$ cat config.mk
export PLATFORM = sky130hd
export DESIGN_NAME = two_finger_pan_zoom_gesture
export DESIGN_NICKNAME = d
export VERILOG_FILES = /design/src/rtl/tfpz_pkg.sv /design/src/rtl/tfpz_divider.sv /design/src/rtl/tfpz_isqrt.sv /design/src/rtl/two_finger_pan_zoom_gesture.sv
export SDC_FILE = /design/constraint.sdc
export NUM_CORES = 2
export LEC_CHECK = 0
export BUFFER_PORTS_ARGS = -buffer_cell sky130_fd_sc_hd__buf_2
export CORE_UTILIZATION = 35
export CTS_CLUSTER_SIZE = 12
export DETAILED_ROUTE_END_ITERATION = 12
export PLACE_DENSITY_LB_ADDON = 0.2
export REMOVE_ABC_BUFFERS = 1
export SETUP_SLACK_MARGIN = 0.05
export SLEW_MARGIN = 20
export SYNTH_ARGS = -nofsm -noshare
export SYNTH_HDL_FRONTEND = slang
export SYNTH_SLANG_ARGS = --single-unit
$ cat constraint.sdc
create_clock -name aclk -period 16.68 [get_ports aclk]
set_input_delay 2.502 -clock aclk [delete_from_list [all_inputs] [get_ports aclk]]
set_output_delay 2.502 -clock aclk [all_outputs]
set_load 0.05 [all_outputs]
$ cat src/rtl/tfpz_pkg.sv
// shared types and constants for the two finger pan/zoom gesture block
// no dependencies
package tfpz_pkg;
    localparam logic [1:0] MODE_NONE = 2'd0;
    localparam logic [1:0] MODE_PAN  = 2'd1;
    localparam logic [1:0] MODE_ZOOM = 2'd2;
    localparam logic OP_REPORT = 1'b0;
    localparam logic OP_FRAME  = 1'b1;
    localparam logic [1:0] REG_X_LOW  = 2'd0;
    localparam logic [1:0] REG_X_HIGH = 2'd1;
    localparam logic [1:0] REG_Y_LOW  = 2'd2;
    localparam logic [1:0] REG_Y_HIGH = 2'd3;
    localparam int DIV_W = 64;
endpackage

$ cat src/rtl/tfpz_divider.sv
// bit serial restoring divider, one quotient bit per cycle
// depends on tfpz_pkg
module tfpz_divider
    import tfpz_pkg::*;
(
    input  logic             aclk,
    input  logic             aresetn,
    input  logic             start,
    input  logic [DIV_W-1:0] num,
    input  logic [DIV_W-1:0] den,
    output logic             done,
    output logic [DIV_W-1:0] quo
);
    logic [DIV_W-1:0] rem_reg, q_reg, d_reg;
    logic [6:0]       cnt_reg;
    logic             busy_reg;
    logic [DIV_W:0]   trial;
    assign trial = {rem_reg, q_reg[DIV_W-1]} - {1'b0, d_reg};
    assign quo = q_reg;
    always_ff @(posedge aclk) begin
        if (!aresetn) begin
            busy_reg <= 1'b0;
            done     <= 1'b0;
            cnt_reg  <= '0;
        end else begin
            done <= 1'b0;
            if (start) begin
                busy_reg <= 1'b1;
                cnt_reg  <= 7'(DIV_W);
                rem_reg  <= '0;
                q_reg    <= num;
                d_reg    <= den;
            end else if (busy_reg) begin
                if (!trial[DIV_W]) begin
                    rem_reg <= trial[DIV_W-1:0];
                    q_reg   <= {q_reg[DIV_W-2:0], 1'b1};
                end else begin
                    rem_reg <= {rem_reg[DIV_W-2:0], q_reg[DIV_W-1]};
                    q_reg   <= {q_reg[DIV_W-2:0], 1'b0};
                end
                cnt_reg <= cnt_reg - 7'd1;
                if (cnt_reg == 7'd1) begin
                    busy_reg <= 1'b0;
                    done     <= 1'b1;
                end
            end
        end
    end
endmodule

$ cat src/rtl/tfpz_isqrt.sv
// bit serial integer square root, two radicand bits per cycle
// depends on tfpz_pkg
module tfpz_isqrt
    import tfpz_pkg::*;
(
    input  logic             aclk,
    input  logic             aresetn,
    input  logic             start,
    input  logic [DIV_W-1:0] val,
    output logic             done,
    output logic [31:0]      root
);
    logic [DIV_W-1:0] v_reg;
    logic [33:0]      rem_reg;
    logic [31:0]      r_reg;
    logic [5:0]       cnt_reg;
    logic             busy_reg;
    logic [33:0]      shifted, trial;
    assign shifted = {rem_reg[31:0], v_reg[DIV_W-1:DIV_W-2]};
    assign trial   = shifted - {r_reg, 2'b01};
    assign root    = r_reg;
    always_ff @(posedge aclk) begin
        if (!aresetn) begin
            busy_reg <= 1'b0;
            done     <= 1'b0;
            cnt_reg  <= '0;
        end else begin
            done <= 1'b0;
            if (start) begin
                busy_reg <= 1'b1;
                cnt_reg  <= 6'd32;
                v_reg    <= val;
                rem_reg  <= '0;
                r_reg    <= '0;
            end else if (busy_reg) begin
                v_reg <= {v_reg[DIV_W-3:0], 2'b00};
                if (!trial[33]) begin
                    rem_reg <= trial;
                    r_reg   <= {r_reg[30:0], 1'b1};
                end else begin
                    rem_reg <= shifted;
                    r_reg   <= {r_reg[30:0], 1'b0};
                end
                cnt_reg <= cnt_reg - 6'd1;
                if (cnt_reg == 6'd1) begin
                    busy_reg <= 1'b0;
                    done     <= 1'b1;
                end
            end
        end
    end
endmodule

$ cat src/rtl/two_finger_pan_zoom_gesture.sv
// top level of the two finger pan/zoom gesture recognizer
// depends on tfpz_pkg, tfpz_divider, tfpz_isqrt
//
// Finger report beats normalize position and motion by the sensor rectangle
// through one shared bit serial divider (four divisions per report, the block
// staying busy until the last is done). An end-of-frame beat walks the slots
// one per cycle, then for two live fingers outside pan multiplies out the drift
// lengths and spread one product per cycle (only the spread in zoom or with no
// live finger), runs the square root and, in zoom, the ratio division before
// its result beat is offered. One beat is handled at a time; a result sits in
// the output register while the next input beat may be taken.
module two_finger_pan_zoom_gesture
    import tfpz_pkg::*;
#(
    parameter int FINGER_SLOTS = 5,
    parameter int FRAC_BITS    = 16
) (
    input  logic        aclk,
    input  logic        aresetn,
    input  logic        s_tvalid,
    output logic        s_tready,
    input  logic [71:0] s_tdata,  // slot, raw_x, raw_y, raw_dx, raw_dy
    input  logic [1:0]  s_tuser,  // op, touching
    output logic        m_tvalid,
    input  logic        m_tready,
    output logic [71:0] m_tdata,  // pan_x, pan_y, zoom_step, live_fingers, zero pad
    output logic [1:0]  m_tuser,  // gesture
    input  logic        cfg_valid,
    output logic        cfg_ready,
    input  logic [1:0]  cfg_index,
    input  logic [15:0] cfg_data
);
    localparam int SW = $clog2(FINGER_SLOTS);
    localparam int CW = $clog2(FINGER_SLOTS + 1);

    typedef enum logic [3:0] {
        S_IDLE, S_LOAD, S_DIV, S_DIVW, S_SCAN, S_DECIDE, S_MUL, S_SQ, S_SQW,
        S_ZDIV, S_ZDIVW, S_AGE, S_OUT
    } state_t;

    state_t state_reg;
    logic [15:0] xl_reg, xh_reg, yl_reg, yh_reg;
    logic signed [18:0] pos_x_reg [FINGER_SLOTS];
    logic signed [18:0] pos_y_reg [FINGER_SLOTS];
    logic signed [18:0] move_x_reg [FINGER_SLOTS];
    logic signed [18:0] move_y_reg [FINGER_SLOTS];
    logic signed [18:0] org_x_reg [FINGER_SLOTS];
    logic signed [18:0] org_y_reg [FINGER_SLOTS];
    logic signed [19:0] drift_x_reg [FINGER_SLOTS];
    logic signed [19:0] drift_y_reg [FINGER_SLOTS];
    logic [1:0] age_reg [FINGER_SLOTS];
    logic       pres_reg [FINGER_SLOTS];
    logic [1:0] mode_reg;
    logic signed [19:0] panx_reg, pany_reg;
    logic signed [23:0] zstep_reg, ratio_reg;
    logic [19:0] start_reg;

    logic [SW-1:0] slot_reg, idx_reg;
    logic [CW-1:0] live_reg;
    logic [1:0]  dsel_reg;  // which division of a report
    logic [15:0] rx_reg, ry_reg, rdx_reg, rdy_reg;
    logic        setm_reg;  // frame does a gesture reset
    logic [1:0]  newm_reg;
    logic [2:0]  mstep_reg;
    logic signed [63:0] acc_reg, l0_reg;

    // output register
    logic        m_tvalid_q;
    logic [1:0]  o_g_reg;
    logic [19:0] o_px_reg, o_py_reg;
    logic [23:0] o_z_reg;
    logic [4:0]  o_l_reg;

    // divider and root
    logic div_start, div_done, sq_start, sq_done;
    logic [DIV_W-1:0] div_num, div_den, div_q;
    logic [31:0] sq_root;
    logic [DIV_W-1:0] sq_val;
    logic [DIV_W-1:0] num_mag_reg, den_reg;
    logic neg_reg;

    tfpz_divider u_div (
        .aclk, .aresetn, .start(div_start), .num(div_num), .den(div_den),
        .done(div_done), .quo(div_q)
    );
    tfpz_isqrt u_sq (
        .aclk, .aresetn, .start(sq_start), .val(sq_val),
        .done(sq_done), .root(sq_root)
    );

    assign s_tready  = (state_reg == S_IDLE);
    assign m_tvalid  = m_tvalid_q;
    assign cfg_ready = 1'b1;
    assign m_tuser   = o_g_reg;
    assign m_tdata   = {3'd0, o_l_reg, o_z_reg, o_py_reg, o_px_reg};

    // report division operand select
    logic signed [17:0] rnum;
    logic [15:0] rspan;
    logic [15:0] lo_s, hi_s;
    always_comb begin
        lo_s = dsel_reg[1] ? yl_reg : xl_reg;
        hi_s = dsel_reg[1] ? yh_reg : xh_reg;
        rspan = (hi_s >= lo_s) ? hi_s - lo_s : lo_s - hi_s;
        case (dsel_reg)
            2'd0: rnum = $signed({2'b00, rx_reg}) - $signed({2'b00, xl_reg});
            2'd1: rnum = 18'(signed'(rdx_reg));
            2'd2: rnum = $signed({2'b00, ry_reg}) - $signed({2'b00, yl_reg});
            default: rnum = 18'(signed'(rdy_reg));
        endcase
    end
    logic [17:0] rmag;
    assign rmag = rnum[17] ? 18'(-rnum) : rnum;

    assign div_start = (state_reg == S_DIV) || (state_reg == S_ZDIV);
    assign div_num   = num_mag_reg;
    assign div_den   = den_reg;
    assign sq_start  = (state_reg == S_SQ);
    assign sq_val    = acc_reg;

    // saturated signed quotient of a report division
    logic [DIV_W-1:0] lim, qs;
    logic signed [18:0] qres;
    always_comb begin
        lim = neg_reg ? 64'd262144 : 64'd262143;
        if (den_reg == '0) qs = (num_mag_reg != '0) ? lim : '0;
        else qs = (div_q > lim) ? lim : div_q;
        qres = neg_reg ? 19'(-$signed({1'b0, qs[18:0]})) : 19'(qs[18:0]);
    end

    // spread differences
    logic signed [19:0] sdx, sdy;
    assign sdx = 20'(pos_x_reg[1]) - 20'(pos_x_reg[0]);
    assign sdy = 20'(pos_y_reg[1]) - 20'(pos_y_reg[0]);

    // one product per cycle in the multiply step
    logic signed [19:0] ma, mb;
    always_comb begin
        case (mstep_reg)
            3'd0: begin ma = drift_x_reg[0]; mb = drift_x_reg[0]; end
            3'd1: begin ma = drift_y_reg[0]; mb = drift_y_reg[0]; end
            3'd2: begin ma = drift_x_reg[1]; mb = drift_x_reg[1]; end
            3'd3: begin ma = drift_y_reg[1]; mb = drift_y_reg[1]; end
            3'd4: begin ma = drift_x_reg[0]; mb = drift_x_reg[1]; end
            3'd5: begin ma = drift_y_reg[0]; mb = drift_y_reg[1]; end
            3'd6: begin ma = sdx; mb = sdx; end
            default: begin ma = sdy; mb = sdy; end
        endcase
    end
    logic signed [39:0] mprod;
    logic signed [63:0] mprod_ext;
    assign mprod     = ma * mb;
    assign mprod_ext = {{24{mprod[39]}}, mprod};

    localparam logic signed [63:0] THR =
        64'(((64'd1 << (2 * FRAC_BITS)) + 64'd9999) / 64'd10000);

    logic [19:0] spread_sat;
    assign spread_sat = (sq_root > 32'd1048575) ? 20'hFFFFF : sq_root[19:0];

    always_ff @(posedge aclk) begin
        if (!aresetn) begin
            state_reg  <= S_IDLE;
            m_tvalid_q <= 1'b0;
            xl_reg <= 16'd0; xh_reg <= 16'hFFFF;
            yl_reg <= 16'd0; yh_reg <= 16'hFFFF;
            for (int i = 0; i < FINGER_SLOTS; i++) begin
                pos_x_reg[i] <= '0; pos_y_reg[i] <= '0;
                move_x_reg[i] <= '0; move_y_reg[i] <= '0;
                org_x_reg[i] <= '0; org_y_reg[i] <= '0;
                drift_x_reg[i] <= '0; drift_y_reg[i] <= '0;
                age_reg[i] <= 2'd3; pres_reg[i] <= 1'b0;
            end
            mode_reg <= MODE_NONE;
            panx_reg <= '0; pany_reg <= '0; zstep_reg <= '0;
            ratio_reg <= 24'(1 << FRAC_BITS);
            start_reg <= '0;
        end else begin
            if (m_tvalid_q && m_tready) m_tvalid_q <= 1'b0;
            if (cfg_valid) begin
                case (cfg_index)
                    REG_X_LOW:  xl_reg <= cfg_data;
                    REG_X_HIGH: xh_reg <= cfg_data;
                    REG_Y_LOW:  yl_reg <= cfg_data;
                    default:    yh_reg <= cfg_data;
                endcase
            end
            case (state_reg)
                S_IDLE: begin
                    if (s_tvalid && s_tready) begin
                        rx_reg <= s_tdata[23:8];  ry_reg <= s_tdata[39:24];
                        rdx_reg <= s_tdata[55:40]; rdy_reg <= s_tdata[71:56];
                        slot_reg <= SW'(s_tdata[7:0]);
                        dsel_reg <= 2'd0;
                        idx_reg <= '0; live_reg <= '0;
                        if (s_tuser[0] == OP_FRAME) state_reg <= S_SCAN;
                        else if (s_tuser[1] && s_tdata[7:0] < 8'(FINGER_SLOTS))
                            state_reg <= S_LOAD;
                    end
                end
                // operands of the next report division
                S_LOAD: begin
                    num_mag_reg <= 64'(rmag) << FRAC_BITS;
                    den_reg     <= 64'(rspan);
                    neg_reg     <= rnum[17];
                    state_reg   <= S_DIV;
                end
                S_DIV: state_reg <= S_DIVW;
                S_DIVW: if (div_done) begin
                    case (dsel_reg)
                        2'd0: pos_x_reg[slot_reg] <= qres;
                        2'd1: move_x_reg[slot_reg] <= qres;
                        2'd2: pos_y_reg[slot_reg] <= qres;
                        default: move_y_reg[slot_reg] <= qres;
                    endcase
                    dsel_reg <= dsel_reg + 2'd1;
                    if (dsel_reg == 2'd3) begin
                        age_reg[slot_reg] <= 2'd0;
                        if (!pres_reg[slot_reg]) begin
                            org_x_reg[slot_reg] <= pos_x_reg[slot_reg];
                            org_y_reg[slot_reg] <= pos_y_reg[slot_reg];
                            pres_reg[slot_reg] <= 1'b1;
                        end
                        state_reg <= S_IDLE;
                    end else state_reg <= S_LOAD;
                end
                S_SCAN: begin
                    if (age_reg[idx_reg] == 2'd3) begin
                        move_x_reg[idx_reg] <= '0; move_y_reg[idx_reg] <= '0;
                        pres_reg[idx_reg] <= 1'b0;
                    end else begin
                        live_reg <= live_reg + CW'(1);
                        drift_x_reg[idx_reg] <= 20'(pos_x_reg[idx_reg])
                            - 20'(org_x_reg[idx_reg]);
                        drift_y_reg[idx_reg] <= 20'(pos_y_reg[idx_reg])
                            - 20'(org_y_reg[idx_reg]);
                    end
                    if (idx_reg == SW'(FINGER_SLOTS - 1)) state_reg <= S_DECIDE;
                    else idx_reg <= idx_reg + SW'(1);
                end
                S_DECIDE: begin
                    if (live_reg == '0) begin
                        // no finger: gesture reset to none, needs the spread
                        setm_reg <= 1'b1; newm_reg <= MODE_NONE;
                        mstep_reg <= 3'd6; state_reg <= S_MUL;
                    end else if (live_reg == CW'(2) && mode_reg == MODE_NONE) begin
                        setm_reg <= 1'b0; mstep_reg <= 3'd0; state_reg <= S_MUL;
                    end else if (live_reg == CW'(2) && mode_reg == MODE_PAN) begin
                        panx_reg <= 20'(move_x_reg[0]) + 20'(move_x_reg[1]);
                        pany_reg <= 20'(move_y_reg[0]) + 20'(move_y_reg[1]);
                        state_reg <= S_AGE;
                    end else if (live_reg == CW'(2)) begin
                        setm_reg <= 1'b0; mstep_reg <= 3'd6; state_reg <= S_MUL;
                    end else state_reg <= S_AGE;
                end
                S_MUL: begin
                    // drift lengths, drift dot product, then squared spread
                    mstep_reg <= mstep_reg + 3'd1;
                    case (mstep_reg)
                        3'd0, 3'd2, 3'd6: acc_reg <= mprod_ext;
                        3'd1: l0_reg <= acc_reg + mprod_ext;
                        3'd3: acc_reg <= acc_reg + mprod_ext;
                        3'd4: begin
                            // acc holds the second drift length here
                            acc_reg <= mprod_ext;
                            if (l0_reg < THR || acc_reg < THR) state_reg <= S_AGE;
                        end
                        3'd5: begin
                            newm_reg <= (acc_reg + mprod_ext > 64'sd0)
                                ? MODE_PAN : MODE_ZOOM;
                            setm_reg <= 1'b1;
                        end
                        default: begin
                            acc_reg <= acc_reg + mprod_ext;
                            state_reg <= S_SQ;
                        end
                    endcase
                end
                S_SQ: state_reg <= S_SQW;
                S_SQW: if (sq_done) begin
                    if (setm_reg) begin
                        mode_reg <= newm_reg;
                        zstep_reg <= '0;
                        ratio_reg <= 24'(1 << FRAC_BITS);
                        start_reg <= spread_sat;
                        setm_reg <= 1'b0;
                        if (newm_reg == MODE_PAN) begin
                            panx_reg <= 20'(move_x_reg[0]) + 20'(move_x_reg[1]);
                            pany_reg <= 20'(move_y_reg[0]) + 20'(move_y_reg[1]);
                        end else begin
                            panx_reg <= '0; pany_reg <= '0;
                        end
                        if (newm_reg == MODE_ZOOM) begin
                            num_mag_reg <= 64'(spread_sat) << FRAC_BITS;
                            den_reg <= 64'(spread_sat);
                            state_reg <= S_ZDIV;
                        end else state_reg <= S_AGE;
                    end else begin
                        num_mag_reg <= 64'(spread_sat) << FRAC_BITS;
                        den_reg <= 64'(start_reg);
                        state_reg <= S_ZDIV;
                    end
                end
                S_ZDIV: state_reg <= S_ZDIVW;
                S_ZDIVW: if (div_done) begin
                    if (den_reg == '0 || div_q > 64'd8388607) begin
                        ratio_reg <= 24'd8388607;
                        zstep_reg <= 24'd8388607 - ratio_reg;
                    end else begin
                        ratio_reg <= div_q[23:0];
                        zstep_reg <= div_q[23:0] - ratio_reg;
                    end
                    state_reg <= S_AGE;
                end
                S_AGE: begin
                    for (int i = 0; i < FINGER_SLOTS; i++)
                        if (age_reg[i] != 2'd3) age_reg[i] <= age_reg[i] + 2'd1;
                    state_reg <= S_OUT;
                end
                S_OUT: if (!m_tvalid_q) begin
                    o_g_reg <= mode_reg; o_px_reg <= panx_reg; o_py_reg <= pany_reg;
                    o_z_reg <= zstep_reg; o_l_reg <= 5'(live_reg);
                    m_tvalid_q <= 1'b1;
                    state_reg <= S_IDLE;
                end
                default: state_reg <= S_IDLE;
            endcase
        end
    end
endmodule
# Word-level counts from Yosys, hierarchy flattened
# Memory sizes are Yosys's and may differ from the RTL's. A register that Yosys moved wholly into a read port is not among the register bits.
# Index checks and enable logic that the tools add are counted.
# W data, S select, Z words.
# word_totals
reg_bits	923
mem_bits_rw	785
out_inout_bits	77
word_cells	460
n_memories	10
# mem_list
name	depth	word_bits	rd	rd_clocked_by_memory_dff	wr	line	source
drift_x_reg	5	20	2	0	5	two_finger_pan_zoom_gesture.sv:49	logic signed [19:0] drift_x_reg [FINGER_SLOTS];
drift_y_reg	5	20	2	0	5	two_finger_pan_zoom_gesture.sv:50	logic signed [19:0] drift_y_reg [FINGER_SLOTS];
move_x_reg	5	19	2	0	5	two_finger_pan_zoom_gesture.sv:45	logic signed [18:0] move_x_reg [FINGER_SLOTS];
move_y_reg	5	19	2	0	5	two_finger_pan_zoom_gesture.sv:46	logic signed [18:0] move_y_reg [FINGER_SLOTS];
org_x_reg	5	19	1	1	5	two_finger_pan_zoom_gesture.sv:47	logic signed [18:0] org_x_reg [FINGER_SLOTS];
org_y_reg	5	19	1	1	5	two_finger_pan_zoom_gesture.sv:48	logic signed [18:0] org_y_reg [FINGER_SLOTS];
+4 memories	n/a	n/a	n/a	n/a	n/a	n/a	
# classes
n_addsub	28
n_mul	1
order_cmp	8
n_eq_ne	56
n_mux	226
bitwise_logic	11
reduce_logical	73
# ops
cell	count
$mux W64	12
$pmux W64 S2	3
$mux W20	15
$mux W19	13
$pmux W20 S5	2
$mux W24	8
$reduce_or A19 Y1	8
$lt A64 B20 Y1 const B	2
$mux W32	3
$pmux W24 S2	2
$mux W1	95
$mux W3	28
$pmux W20 S2	2
$sub A19 B19 Y20	4
$sub A65 B64 Y65	1
$add A64 B40 Y64	1
$gt A64 B1 Y1 const B	1
$gt A64 B19 Y1	1
$gt A64 B23 Y1 const B	1
$logic_not A64 Y1	1
$reduce_bool A64 Y1	1
$mux W4	14
$pmux W18 S3	1
$pmux W4 S13	1
61 further kinds	183

# Logic depth before layout (Yosys ltp)
# depth
word_depth	10
mapped_depth	55

# By module
# Synthesis repeated with hierarchy kept, for this count alone.
# unflattened
hier_cells	9549
hier_area_um2	103534.3
# modules_own_cells
module	n_inst	cells_per_inst	area_each_um2	seq_area_each_um2
two_finger_pan_zoom_gesture	1	7768	83934.2	36615.1
tfpz_divider	1	1159	12074.1	5945.7
tfpz_isqrt	1	622	7526.0	4003.8

# Least setup slack after synthesis
# No wires, ideal clock.
# synth_path
path_type	reg-to-reg
startpoint	mem pos_y_reg[1][0]
endpoint	reg newm_reg[0] (data pin)
setup_ns	0.274
arrival_time_ns	13.328
slack_ns	3.078
stages_incl_launch_ff	54
path_cell_list	edfxtp_1 -> inv_1 -> ha_1 -> inv_1 -> fa_1 -> a21o_1 -> a21oi_1 -> o21ai_0 -> a21oi_1 -> o21ai_0 -> a41oi_1 -> o31ai_1 -> o41ai_1 -> o21ai_0 -> xnor2_1 -> o2111ai_1 -> clkbuf_1 -> nand2_1 -> [18 not listed] -> a41o_1 -> nor3_1 -> and3_1 -> o31ai_1 -> xnor2_1 -> ha_1 -> a21oi_1 -> o21ai_0 -> a2111oi_0 -> o21ai_0 -> o21a_1 -> or3b_2 -> o211ai_1 -> o21ai_0 -> nor4_1 -> nand4_1 -> nor4b_1 -> a311oi_1
# synth_lines
element	line	source
from (decl)	two_finger_pan_zoom_gesture.sv:44	logic signed [18:0] pos_y_reg [FINGER_SLOTS];
to (signal assigned)	two_finger_pan_zoom_gesture.sv:269	newm_reg <= (acc_reg + mprod_ext > 64'sd0)
to (decl)	two_finger_pan_zoom_gesture.sv:63	logic [1:0] newm_reg;

==> results.yml <==
status:
  status: "finished clean"
min_path:
  hp-class: "reg -> reg"
  worstHoldStart: "zstep_reg[6]"
  whs_endpoint: "o_z_reg[6]"
  holdPathStages: 0
clock_network:
  cts_root_buffer: "clkbuf_16"
  worstSkewPairLatency_ns: 0.89
  cts.sinks: 1579
  postCtsResizedCells: 0
  cts_buffers: 188
  clk_pin_slew_ns: 0.06
  post_cts_buffers: 0
  cts.htree.levels: 4
  cts_tree: "done"
  cts_buffer_depth: 4
  holdBufCountCts: 0
drt:
  wl_um: 304000
  drc_errors: 0
  vias: 71600
  drtIter0Drc: 6201
  antenna_left: 0
  avgViaCountPerCell: 5.39
  wl_per_cell_um: 22.8
  dr.pass1.iters: 6
global_route:
  grt_max_degree: 129
  antenna_found_initial: 10
  grt_overflow: 0
  grt_pass1_vias: 72100
  grt_util_all_layers_pct: 20.9
  grt_pass1_wl_um: 457000
sta:
  max_freq_mhz: 66.5
  tightest_slew_ns: 1.17
  clock_skew_ns: 0.0696
  rsz0062_at_grt: "no"
  timing.final.crit_share_pct: 90.2
  tns_ns: 0
  post-route-min-period_ns: 15.04
  max_slew_margin_pct: 20.0
  setup_violations: 0
  hold_viol_final: 0
  slew_viol_final: 0
floorplan:
  dieArea_um2: 287000
  die_x_um: 535
  start_util_pct: 35.2
  ios: 174
  core_area_um2: 283000
  die_h_um: 535
  rows: 195
critical_path:
  r2r_setup_slack_ns: 1.64
  r2r_cells: 51
  startpoint_type: "register"
  crit_path_top_delay_cell: "xnor2_2"
  critPathMaxStageDelay_ns: 0.84
  cp_common_cell: "fa_1"
  cp_data_arrival_time_ns: 15.59
  path_max_fanout: 18
  criticalPathCategory: "reg -> reg"
  reg2reg_to: "newm_reg[0]"
  cp-end-kind: "register"
  r2r-start: "pos_y_reg[1][0]"
  required_ns: 17.22
synthesis:
  synthFlopType: "edfxtp_1"
  ys_warn_count: 0
  synth_area_um2: 99500
  yosysTopAreaCell: "edfxtp_1"
  syn-instance-count: 9345
  synth_cell_types: 102
  yosysMostFrequentCell: "edfxtp_1"
  synth-seq-cells: 1579
  ys_top_cells_by_count: "edfxtp_1 (1362), nand2_1 (1257), nor2_1 (1044), inv_1 (843), ha_1 (473)"
  synth_edf_count: 1362
  ys_async_sr_fraction_pct: 0
  yosysSeqAreaShare_pct: 45.4
  synth.area.top_cells: "edfxtp_1 (41%), fa_1 (8.7%), ha_1 (5.9%), mux4_2 (5.2%), nand2_1 (4.7%)"
  syn_area_per_cell_um2: 10.7
  synth.top_cell.area_share_pct: 41.1
cells_and_area:
  num-fill-cells: 27500
  final_layout_size_suffix_gt1_share_pct: 10.9
  area_growth_pct: 11.7
  register_area_um2: 45300
  multi_input_area_um2: 49800
  final_nets: 10400
placement:
  hpwl_um: 220000
  gp_congestion: 0.892
  io_buffers: 167
run:
  cap_viol_max_count: 0
-- worst max-delay path: cells and delay by family (launching register included) --
family	cells	cell delay [ns]
compound gates	21	5.10
xor+xnor	2	1.07
fa+ha+maj	11	4.95
buf+inv	7	0.44
flops	1	0.42
simple gates	10	2.75
-- area by class of cell --
class                           instances  share of cell area (%)
Clock inverter                         88                   0.943
Tap cell                             3743                    4.21
Sequential cell                      1579                    40.7
Timing Repair Buffer                  326                    1.85
Clock buffer                          250                    4.56
Inverter                              846                    2.86
Multi-Input combinational cell       6457                    44.8
Antenna cell                            2                 0.00450
-- routing by layer --
layer  GRT usage, %  up-vias  share of wire (%)
met4           4.69        2                2.2
met2           33.7     2038                 46
met1           29.9    36300                 46
li1               -    32900                  -
met3           2.45      375                5.4
met5              0        -             0.0043
-- logic make-up after synthesis --
| kind of cell | share of synthesized area (%) |
|---|---|
| fa+ha+maj | 14.7 |
| xor+xnor | 2.88 |
| simple gates | 14.9 |
| compound gates | 10.0 |
| other cells | 0.00754 |
| mux | 7.05 |
| flops | 45.4 |
| buf+inv | 5.00 |
-- worst max-delay path by stage --
stage / from / endpoint
floorplan: pos_y_reg[1][1] / newm_reg[0]
global placement: pos_y_reg[1][0] / newm_reg[0]
detailed placement: pos_y_reg[1][0] / newm_reg[0]
CTS: pos_y_reg[1][0] / newm_reg[0]
global route: pos_y_reg[1][0] / newm_reg[0]
finish: pos_y_reg[1][0] / newm_reg[0]
-- stage by stage --
| step | cell area (um2) | setup slack (ns) | hold slack [ns] | instances | utilization (%) |
|---|---|---|---|---|---|
| 6_report | 111000 | 1.64 | 0.424 | 13300 | 39.3 |
| 5_1_grt | 111000 | 0.536 | 0.433 | 13300 | 39.3 |
| 4_1_cts | 111000 | 1.67 | 0.420 | 13300 | 39.3 |
| 3_5_place_dp | 105000 | 1.71 | 0.418 | 13000 | 37.2 |
| 3_3_place_gp | 105000 | 1.93 | 0.417 | 13000 | 37.1 |
| 2_1_floorplan | 97800 | 2.44 | 0.408 | 8882 | - |
-- placed cells by master (no fill, tap or decap), types with 127 or more instances in the layout --
cell / count
edfxtp_1: 1362
nand2_1: 1245
nor2_1: 1030
inv_1: 842
ha_1: 473
fa_1: 434
a21oi_1: 376
o21ai_0: 245
mux4_2: 230
xnor2_1: 219
dfxtp_1: 211
clkbuf_16: 189
buf_2: 166
nand3_1: 159
buf_4: 157
nor3_1: 145
nor2b_1: 127
Power is left out: the tool's default activity adds up to more than one toggle a clock period on the data nets, which glitch-free logic cannot reach.
